$ cat src/design/tops_fifo.sv
module tops_fifo #(
    parameter int WIDTH = 8,
    parameter int DEPTH = 4     // power of two
) (
    input  logic             i_clk,
    input  logic             i_rst_n,
    input  logic             i_push,
    input  logic [WIDTH-1:0] i_data,
    output logic             o_full,
    input  logic             i_pop,
    output logic             o_nempty,
    output logic [WIDTH-1:0] o_data
);
    localparam int PTR_W = (DEPTH > 1) ? $clog2(DEPTH) : 1;
    localparam int CNT_W = $clog2(DEPTH + 1);

    logic [WIDTH-1:0] r_mem [DEPTH];
    logic [PTR_W-1:0] r_wr_ptr, r_rd_ptr;
    logic [CNT_W-1:0] r_cnt;

    assign o_full   = (r_cnt == CNT_W'(DEPTH));
    assign o_nempty = (r_cnt != '0);
    assign o_data   = r_mem[r_rd_ptr];

    always_ff @(posedge i_clk) begin
        if (!i_rst_n) begin
            r_wr_ptr <= '0;
            r_rd_ptr <= '0;
            r_cnt    <= '0;
        end else begin
            if (i_push) r_wr_ptr <= r_wr_ptr + 1'b1;
            if (i_pop)  r_rd_ptr <= r_rd_ptr + 1'b1;
            if (i_push && !i_pop)      r_cnt <= r_cnt + 1'b1;
            else if (!i_push && i_pop) r_cnt <= r_cnt - 1'b1;
        end
    end

    always_ff @(posedge i_clk) begin
        if (i_push) r_mem[r_wr_ptr] <= i_data;
    end
endmodule

$ cat config.mk
export PLATFORM = sky130hd
export DESIGN_NAME = tops_fifo
export DESIGN_NICKNAME = d
export VERILOG_FILES = /design/src/design/tops_fifo.sv
export SDC_FILE = /design/constraint.sdc
export NUM_CORES = 1
export LEC_CHECK = 0
export BUFFER_PORTS_ARGS = -buffer_cell sky130_fd_sc_hd__buf_2
export CAP_MARGIN = 0
export CORE_MARGIN = 3
export CORE_UTILIZATION = 45
export DETAILED_ROUTE_END_ITERATION = 8
export HOLD_SLACK_MARGIN = 0.06
export PLACE_DENSITY_LB_ADDON = 0.12
export SYNTH_ARGS = -nofsm -noshare
export SYNTH_HDL_FRONTEND = slang
export SYNTH_SLANG_ARGS = --single-unit
$ cat constraint.sdc
create_clock -name i_clk -period 2.5 [get_ports i_clk]
set_input_delay 0.25 -clock i_clk [delete_from_list [all_inputs] [get_ports i_clk]]
set_output_delay 0.25 -clock i_clk [all_outputs]
set_load 0.005 [all_outputs]
==> results list <==
* Status: finished clean
- Time the worst path needs with I/O delays and setup: 2.02 ns
* Net Count, Synth: roughly 100
* Internal power consumption: 0.00107 W
- The number of antenna violations at the first check in global routing was 0.
- Proportion of layout cells with a drive suffix above 1: around 32%
- The final critical path takes up between 80% and 90% of the cycle.
* Vias after detailed routing: about 760
- Number of hold-slack violations in the final timing report: 0
- Top FF cell, synth: edfxtp_1
- Number of warnings reported in the yosys synthesis log: 0
- Power per unit of standard cell area: 756 nW/um^2
* Critical path data required time: between 2 and 2.5 ns
- The tightest min-delay check is of the input port to flop type.
- Row generation in the floorplan step produced 21 rows.
- Total routed wirelength: about 2.4 mm
- Worst setup slack for register-to-register paths: 1.02 ns
- After clock tree synthesis, the flow added hold-fix buffers numbering 0.
- Most frequent cells in the layout: 32 x edfxtp_1, 21 x buf_2, 9 x and2_1, 9 x dfxtp_1, 8 x mux4_2
* Number of violations reported at the end of detailed-routing iteration 0: 18
- Count of input and output buffers: 21
- Root buf cell: clkbuf_4
- Drt wl/cell: about 15 um
- Layout Area Growth over Synthesis: 14.0%
- Slew Limit Fails: 0
- TritonCTS built the clock tree.
- The final layout contains about 130 nets.
* Number of clock buffers inserted by TritonCTS: 5
* Critical path endpoint: o_data[5]
* Endpoints failing setup: 0
- For this design the static power due to leakage is 0.666 nW.
- Gr usage total: between 10% and 20%
* Fill cell total of the finished layout: 276
* Maximum buffer depth of the clock tree: 2
- Netlist cell types: 18
- In this run the power spent charging and discharging nets is approximately 0.00031 W.
* Critical Path AT: approximately 1.8 ns
- Number of buffers added for setup after CTS: 0
- Later-pin clock latency in the skew report: around 0.35 ns
* Instance count after placement with tap cells included: 150
- 1st-pass router iterations: 3
- FF-to-FF Start: r_cnt[0]
* Worst voltage drop across the vdd grid: between 300 and 400 uV
* Maximum number of pins on one net before global-route repair: 14
- RSZ-0062 raised after global routing: false
- Clk sink count: 41
- STA classifies the critical path endpoint as an output port.
* Area of the mapped netlist: 1600 sq um
- Area of all sequential standard cells: 1140 sq um
* Via count of the first global-routing pass: ~790
- Final weighted congestion in routability-driven placement: ~0.7
- The biggest area contributor in the post-synthesis netlist is edfxtp_1.
* Wire length of the first global-routing pass: 3.90 mm
- After clock tree synthesis, the clock-pin slew on the worst setup and hold paths is 0.12 ns.
- By area the synthesized netlist is led by edfxtp_1 60%, dfxtp_1 11%, mux4_2 11%.
- Per report_power, the clock group accounts for between 30 and 40% of the total.
- Slew Limit Headroom: about 62%
* Count of pins on the block boundary: 22
- Register area share after synthesis: between 70 and 80%
- Switching share of power: 22.5%
- ANT cells: 0
- Number of storage elements in the synthesis netlist: a little over 40
- Static timing analysis puts the maximum clock frequency at between 400 and 500 MHz.
- Core region area: roughly 3400 sq um
- Post-DR vias/cell: 4.84
* Cells after Synth: 85
* Share of the synthesized area in the top cell type: about 60%
- In the final timing run, aggregate negative setup slack is 0 ns.
- Critical register-to-register path endpoint: r_cnt[2]
- Once the floorplan was initialized, standard cells occupied ~47% of the core.
* Share of power burned in registers: approximately 59%
- Measured in cells, the most critical reg-to-reg path has a length of 4.
* Number of maximum-capacitance constraint violations: 0
* Post-route DRC violation count: 0
- In this run the vertical extent of the chip is 65.7 um.
* Share of total power in combinational logic: a little over a tenth
* Post_cts resized: 0
- Number of flops mapped to enable cells by yosys: 32
* Skew final: 0.00844 ns
* CP max FO: 8
* Count of cells along the worst hold path: 1
- Type of origin of the critical path: flop
* H-tree lvl count: 2
- Slew at the pin closest to its max-slew limit: about 0.56 ns
- The finished layout holds roughly 160 standard cells, fillers aside.
- Fraction of registers with async set/reset: 0%
- Grt ovf: 0
- Combined area of the multi-input logic cells: 432 sq um
- Crit path kind: flop to output port
- The die is 65.7 um wide.
- Total Die Area: approximately 4300 sq um
* Synthesized area per cell: around 19 sq um
- The count of nets left with antenna violations once routing finished came out at 0.
* Commonest non-fill, non-tap cell in the layout: edfxtp_1
state kept, by name (all words and copies together) (netlist names), named ones only:
register,cells
r_cnt,3
r_wr_ptr,2
r_mem,32
r_rd_ptr,2
cells in the mapped netlist (all sizes together), types with 2 or more instances:
cell type and number:
dfxtp 9, nor2b 2, mux2i 2, or3 2, ha 5, inv 4
mux4 8, edfxtp 32, xnor2 2, xor2 3, and2 9
per-stage QoR:
| step | worst slack [ns] | hold WS [ns] | cell area, sq um | util (%) | total power, W |
|---|---|---|---|---|---|
| 3_3_place_gp | 0.800 | 0.464 | 1750 | 51.6 | 0.000975 |
| 3_5_place_dp | 0.767 | 0.469 | 1750 | 51.6 | 0.000980 |
| 4_1_cts | 0.403 | 0.0925 | 1830 | 54.0 | 0.00140 |
| 5_1_grt | 0.329 | 0.0794 | 1830 | 54.0 | 0.00145 |
| 2_1_floorplan | 0.990 | 0.349 | 1600 | - | 0.000918 |
| 6_report | 0.480 | 0.100 | 1830 | 54.0 | 0.00138 |
cell families (layout without fill, tap and decap cells):
kind of cell	after synthesis	in the layout	synth area share, %
buffers and inverters	6	33	1.95
muxes	10	10	12.5
xor gates and xnor gates	5	5	2.73
AOI/OAI and AO/OA	2	2	0.780
DFF	41	41	71.1
adders and majority gates	6	6	5.15
and+or+nand+nor	15	15	5.77
worst max-delay path, stage by stage, from the launching register on:
cell	delay (ns)
dfxtp_1	0.69
mux4_2	0.59
buf_2	0.14
worst min-delay path by stage:
stage,startpoint,endpoint,slack (ns)
6_report,i_data[2],r_mem[0][2],0.10
5_1_grt,i_data[2],r_mem[1][2],0.08
4_1_cts,i_data[2],r_mem[1][2],0.09
3_5_place_dp,i_data[2],r_mem[1][2],0.47
3_3_place_gp,i_data[2],r_mem[1][2],0.46
2_1_floorplan,i_data[0],r_mem[0][0],0.35
layout make-up:
class                      instances  share of cell area (%)
inverter                           4                   0.821
clock inverter                     3                    2.26
timing repair buffer              21                    5.75
tap                               46                    3.15
clock buffer                       5                    2.05
sequential                        41                    62.4
multi-input combinational         38                    23.6
power groups by stage:
stage / combinational [W] / sequential [W] / clock, W
3_5_place_dp: 0.000153 / 0.000827 / 0
5_1_grt: 0.000169 / 0.000816 / 0.000464
4_1_cts: 0.000155 / 0.000811 / 0.000430
6_report: 0.000151 / 0.000809 / 0.000422
2_1_floorplan: 0.000110 / 0.000809 / 0
3_3_place_gp: 0.000150 / 0.000825 / 0
metal layers:
metal / part of all wire [%] / vias to the layer above / GRT usage, %
met5: 0 / - / 0
met4: 2.2 / 0 / 6.22
met3: 6.6 / 6 / 5.98
met2: 46 / 19 / 19.6
met1: 45 / 370 / 15.9
li1: - / 369 / -
Power figures use the tool's default switching activity.
