<file path="src/design/tops_pkg.sv">
package tops_pkg;

    localparam int COORD_W  = 32;              // Q16.16 coordinate
    localparam int DRAW_W   = 16;              // draw field width on the bus
    localparam int EDGE_W   = COORD_W + 1;     // vertex difference
    localparam int PROD_W   = 2 * EDGE_W;      // one cross-product term
    localparam int CROSS_W  = 68;              // cross component, signed
    localparam int NORM_W   = 30;              // normalized magnitude
    localparam int SQ_W     = 2 * NORM_W;
    localparam int SUM_W    = SQ_W + 2;
    localparam int ROOT_W   = 31;              // normal length
    localparam int QUO_W    = 31;              // unit normal, Q1.30
    localparam int P_W      = COORD_W + 1;     // base point before offset
    localparam int THICK_W  = 31;
    localparam int OFF_W    = 33;
    localparam int RES_W    = P_W + 2;         // point minus offset

    localparam int IN_W     = 9 * COORD_W + 3 * DRAW_W;
    localparam int OUT_W    = 3 * COORD_W;

    localparam int APB_AW   = 3;
    localparam int APB_DW   = 32;
    localparam logic [0:0] REG_THICKNESS = 1'b0;
    localparam logic [THICK_W-1:0] THICK_RESET = 31'd65536;

    // carried alongside the normal computation
    typedef struct packed {
        logic [2:0][P_W-1:0]    p;
        logic [THICK_W-1:0]     depth;
        logic [2:0]             neg;
        logic                   degen;
        logic [2:0][NORM_W-1:0] mag;
    } t_side;

    function automatic int job_width(int draw_bits);
        return 9 * COORD_W + 3 * (draw_bits + 1) + 6 * EDGE_W + THICK_W;
    endfunction

endpackage

</file>
<file path="src/design/tops_front.sv">
module tops_front #(
    parameter int DRAW_BITS = 16
) (
    input  logic                          i_clk,
    input  logic                          i_rst_n,
    input  logic                          i_s_tvalid,
    output logic                          o_s_tready,
    input  logic [tops_pkg::IN_W-1:0]     i_s_tdata,
    input  logic [tops_pkg::THICK_W-1:0]  i_thickness,
    output logic                          o_push,
    input  logic                          i_full,
    output logic [tops_pkg::job_width(DRAW_BITS)-1:0] o_job
);
    import tops_pkg::*;

    localparam int DW = DRAW_BITS;
    localparam int WW = DRAW_BITS + 1;

    typedef struct packed {
        logic [2:0][2:0][COORD_W-1:0]  vtx;
        logic [2:0][WW-1:0]            wgt;
        logic [1:0][2:0][EDGE_W-1:0]   edg;
        logic [THICK_W-1:0]            depth;
    } t_job;

    logic [IN_W-1:0]       r_tdata;
    logic                  r_vld;
    t_job                  job;
    logic [31:0]           ra_ext, rb_ext, rd_ext;
    logic [DW-1:0]         ra, rb, rd;
    logic [WW-1:0]         one;
    logic [THICK_W+DW-1:0] dprod;

    assign o_s_tready = !r_vld || !i_full;
    assign o_push     = r_vld && !i_full;

    always_ff @(posedge i_clk) begin
        if (!i_rst_n) begin
            r_vld <= 1'b0;
        end else if (o_s_tready) begin
            r_vld <= i_s_tvalid;
        end
    end

    always_ff @(posedge i_clk) begin
        if (o_s_tready && i_s_tvalid) r_tdata <= i_s_tdata;
    end

    // draw bits above DRAW_BITS are dropped
    assign ra_ext = 32'(r_tdata[9*COORD_W +: DRAW_W]);
    assign rb_ext = 32'(r_tdata[9*COORD_W + DRAW_W +: DRAW_W]);
    assign rd_ext = 32'(r_tdata[9*COORD_W + 2*DRAW_W +: DRAW_W]);
    assign ra  = ra_ext[DW-1:0];
    assign rb  = rb_ext[DW-1:0];
    assign rd  = rd_ext[DW-1:0];
    assign one = {1'b1, {DW{1'b0}}};

    assign dprod = (THICK_W+DW)'(i_thickness) * (THICK_W+DW)'(rd);

    always_comb begin
        for (int k = 0; k < 3; k++) begin
            for (int j = 0; j < 3; j++) begin
                job.vtx[k][j] = r_tdata[(3*k+j)*COORD_W +: COORD_W];
            end
        end
        if (ra > rb) begin
            job.wgt[0] = WW'(ra - rb);
            job.wgt[1] = WW'(rb);
            job.wgt[2] = one - WW'(ra);
        end else begin
            job.wgt[0] = WW'(ra);
            job.wgt[1] = WW'(rb - ra);
            job.wgt[2] = one - WW'(rb);
        end
        for (int j = 0; j < 3; j++) begin
            job.edg[0][j] = EDGE_W'($signed(job.vtx[1][j])) - EDGE_W'($signed(job.vtx[0][j]));
            job.edg[1][j] = EDGE_W'($signed(job.vtx[2][j])) - EDGE_W'($signed(job.vtx[0][j]));
        end
        job.depth = dprod[DW +: THICK_W];
    end

    assign o_job = job;
endmodule

</file>
<file path="config.mk">
export PLATFORM = sky130hd
export DESIGN_NAME = tops_front
export DESIGN_NICKNAME = d
export VERILOG_FILES = /design/src/design/tops_pkg.sv /design/src/design/tops_front.sv
export SDC_FILE = /design/constraint.sdc
export NUM_CORES = 2
export LEC_CHECK = 0
export BUFFER_PORTS_ARGS = -buffer_cell sky130_fd_sc_hd__clkbuf_2
export CORE_UTILIZATION = 30
export CTS_CLUSTER_DIAMETER = 60
export DETAILED_ROUTE_END_ITERATION = 10
export PLACE_DENSITY_LB_ADDON = 0.08
export SYNTH_ARGS = -nofsm -noshare
export SYNTH_HDL_FRONTEND = slang
export SYNTH_SLANG_ARGS = --single-unit
</file>
<file path="constraint.sdc">
create_clock -name i_clk -period 10.7 [get_ports i_clk]
set_clock_uncertainty 0.2 [all_clocks]
set_input_delay 1.605 -clock i_clk [delete_from_list [all_inputs] [get_ports i_clk]]
set_output_delay 1.605 -clock i_clk [all_outputs]
set_load 0.02 [all_outputs]
</file>
==> summary.txt <==
Synthesis
  – Mapped Area: 0.0394 mm^2
  – Post-synth ARST share: 0
  – Post-synth top area share: 0.256
  – Yosys reg bits: 337
  – Main flop type after synthesis: edfxtp_1
  – Area leader, netlist: edfxtp_1
  – Distinct cells, synth: 76
  – Top cells by area, synth: edfxtp_1, fa_1, ha_1, inv_1, buf_4
  – Synthesized net count: 5269
  – Post-synthesis cell count: 4146
  – Top cells by count, synth: inv_1, nand2_1, fa_1
  – Yosys Warn Count: 0
  – Seq/Total Area, Yosys: 0.257
  – EDFF count, synth: 336
  – Avg Cell Area, Syn: 9.50 um^2
  – Top-count cell post-synth: inv_1

Clocking
  – CTS resizes: 0
  – TritonCTS buffer count: 54
  – H-tree depth: 2
  – Clock latency on the worst-skew pair: 660 ps
  – CTS Sinks: 337
  – Clk slew on worst S/H paths: 60 ps
  – CTS root buf: clkbuf_16
  – Clock Path Buffers: 3
  – # hold bufs at CTS: 0
  – Setup repair bufs after CTS: 0
  – TritonCTS clock tree: done

Global route
  – Number of global-route vias before repair: 32400
  – Largest net degree at the start of global routing: 72
  – Met2 GRT Util: 0.426
  – M1 GR Usage: 0.333
  – Top Usage Layer GRT: met2
  – GR Util met3: 0.0495
  – Initial antenna violation count: 29
  – GR Util All Layers: 0.254
  – Congestion Overflow GR: 0
  – First-pass GRT wire length: 240 mm

Critical path
  – Reg-to-reg endpoint: r_tdata[322]$_DFFE_PP_
  – Endpoint type of the worst setup path: output port
  – Crit path cell chain: clkbuf_2, nand2_1, fa_1, inv_1, fa_1, fa_1, fa_1, fa_1, inv_1, fa_1, inv_1, ha_1, a21oi_1, o21ai_0, a311oi_1, a211oi_1, buf_4, nor3_1, nor3_1, a211o_1, a21oi_1, xnor2_1, buf_4, clkbuf_2
  – Most common cell on crit path: fa_1
  – CP Class: primary input to output port
  – Setup crit end: o_job[30]
  – Worst reg-to-reg path cell count: 4
  – Critical Path Start: i_thickness[11]
  – CP max FO: 16
  – R2r setup slk: 7470 ps
  – Setup crit start kind: primary input
  – Arrival time of the worst setup path: 8140 ps
  – Reg2reg start: r_vld$_SDFFE_PN0N_
  – WP depth: 24
  – CP bufs+invs: 7
  – Largest stage delay, worst path: 600 ps
  – Kind of cell adding the most delay to the critical path: adder cells
  – CP max stage cell: fa_1
  – Req. time, crit path: 8900 ps

Die
  – Starting Density: 0.303
  – Total die area: 0.133 mm^2
  – Top Ports: 941
  – Die Ht: 364 um
  – Site row count: 132
  – Core area: 0.130 mm^2
  – Die width: 364 um

Job
  – Max_cap viols: 0

Drt
  – Drt drc: 0
  – Final antenna-violating net count: 0
  – Vias/cell: 4.83
  – Pre-antenna DRT Iters: 5
  – WL per Instance: 26.0 um
  – Initial DRC count: 2339
  – Vias: 31800
  – Final wirelength: 171 mm

STA
  – Worst hold margin: 331 ps
  – Fin. Hold Viols: 0
  – Setup WS post-layout: 753 ps
  – Setup TNS Final: 0 ps
  – Unrepaired setup endpoints after global routing: no
  – Relative slew slack: 0.179
  – Max Slew Vio Count: 0
  – Fmax: 101 MHz
  – Tcrit/Tclk final: 0.930
  – Min Tclk post-route: 9950 ps
  – Final setup fails: 0
  – Least-Margin Pin Slew: 1230 ps

Power
  – Pleak: 22.1 nW
  – Power per Cell Area: 353 mW/mm^2
  – Peak supply drop: 0.00112 V

Placed design
  – Port bufs: 940
  – Gpl congestion: 0.932
  – Detailed placement HPWL: 149 mm
  – Placement Setup Slack: 744 ps

Final layout
  – Post-layout net count: 5919
  – Area grow syn2layout: 16.4%
  – Fraction of layout instances using a drive strength above 1: 0.229
  – Number of filler cells placed in the layout: 13600

Status
  – Status: completed

Min path
  – Hold depth: 2
  – Hold crit path type: register to register
## layout make-up
cell class,instances,area (um^2),share of cell area
Sequential cell,337,10100,0.220
Tap cell,1742,2180,0.0475
Inverter,626,2350,0.0512
Clock inverter,32,372,0.00810
Multi-Input combinational cell,2782,24400,0.531
Clock buffer,62,1380,0.0301
Antenna cell,2,5.00,0.000109
Timing Repair Buffer,995,5120,0.112
## sequential cells by signal, summed over array words and instances, names as in the netlist
register and flops:
r_tdata 336, r_vld 1
## kinds of logic (layout without fill, tap and decap cells)
logic type	Yosys count	in the layout	synth area share
multiplexers	22	22	0.00565
adder cells (fa/ha/maj)	752	752	0.317
XOR/XNOR	220	220	0.0489
other	0	2	0
AO/OA/AOI/OAI	722	722	0.117
AND/OR/NAND/NOR	1066	1066	0.129
buffers and inverters	1027	1715	0.125
flip-flops	337	337	0.257
## per-stage QoR
step	area, um^2	power [W]	instances	utilization
2_1_floorplan	39400	0.00974	4146	-
3_3_place_gp	44100	0.0146	6482	0.339
3_5_place_dp	44100	0.0146	6482	0.339
4_1_cts	45900	0.0165	6576	0.353
5_1_grt	45900	0.0176	6577	0.353
6_report	45900	0.0162	6578	0.353
## where the power goes
part / leakage, nW / switching (W) / total, W / internal, W
clock: 0.848 / 0.000726 / 0.00178 / 0.00105
sequential: 3.26 / 0.000113 / 0.00167 / 0.00155
combinational: 18.0 / 0.00835 / 0.0127 / 0.00440
total: 22.1 / 0.00918 / 0.0162 / 0.00701
## routing by layer
| metal | up-vias | wire length [um] |
|---|---|---|
| li1 | 14700 | - |
| met1 | 16000 | 73800 |
| met2 | 886 | 82100 |
| met3 | 175 | 10200 |
| met4 | 34 | 4800 |
| met5 | - | 224 |
## tightest hold or removal path, delay by kind of cell, from the launching register on
family          cells  cell delay (ps)
compound gates      1               70
flops               1              340
simple gates        1               90
## cell usage in the layout (no fill, tap or decap), types with 25 or more instances in the layout
master       n
a21oi_1    220
inv_1      626
clkbuf_16   54
nor2_1     164
and2_1     209
fa_1       411
nor3_1      53
xnor2_1    149
o21a_1      45
a211oi_1    28
ha_1       341
nand3_1     49
o21bai_1    25
buf_4       55
clkbuf_2   940
edfxtp_1   336
nor2b_1     37
nand2_1    437
a21o_1      96
nand2b_1    28
xor2_1      71
o21ai_0    156
## worst min-delay path by stage
stage,startpoint,endpoint,slack [ps]
6_report,r_vld$_SDFFE_PN0N_,r_vld$_SDFFE_PN0N_,330
3_5_place_dp,r_vld$_SDFFE_PN0N_,r_vld$_SDFFE_PN0N_,310
3_3_place_gp,r_vld$_SDFFE_PN0N_,r_vld$_SDFFE_PN0N_,310
2_1_floorplan,r_vld$_SDFFE_PN0N_,r_vld$_SDFFE_PN0N_,290
4_1_cts,r_vld$_SDFFE_PN0N_,r_vld$_SDFFE_PN0N_,330
5_1_grt,r_vld$_SDFFE_PN0N_,r_vld$_SDFFE_PN0N_,360
(Power assumes the default switching activity.)
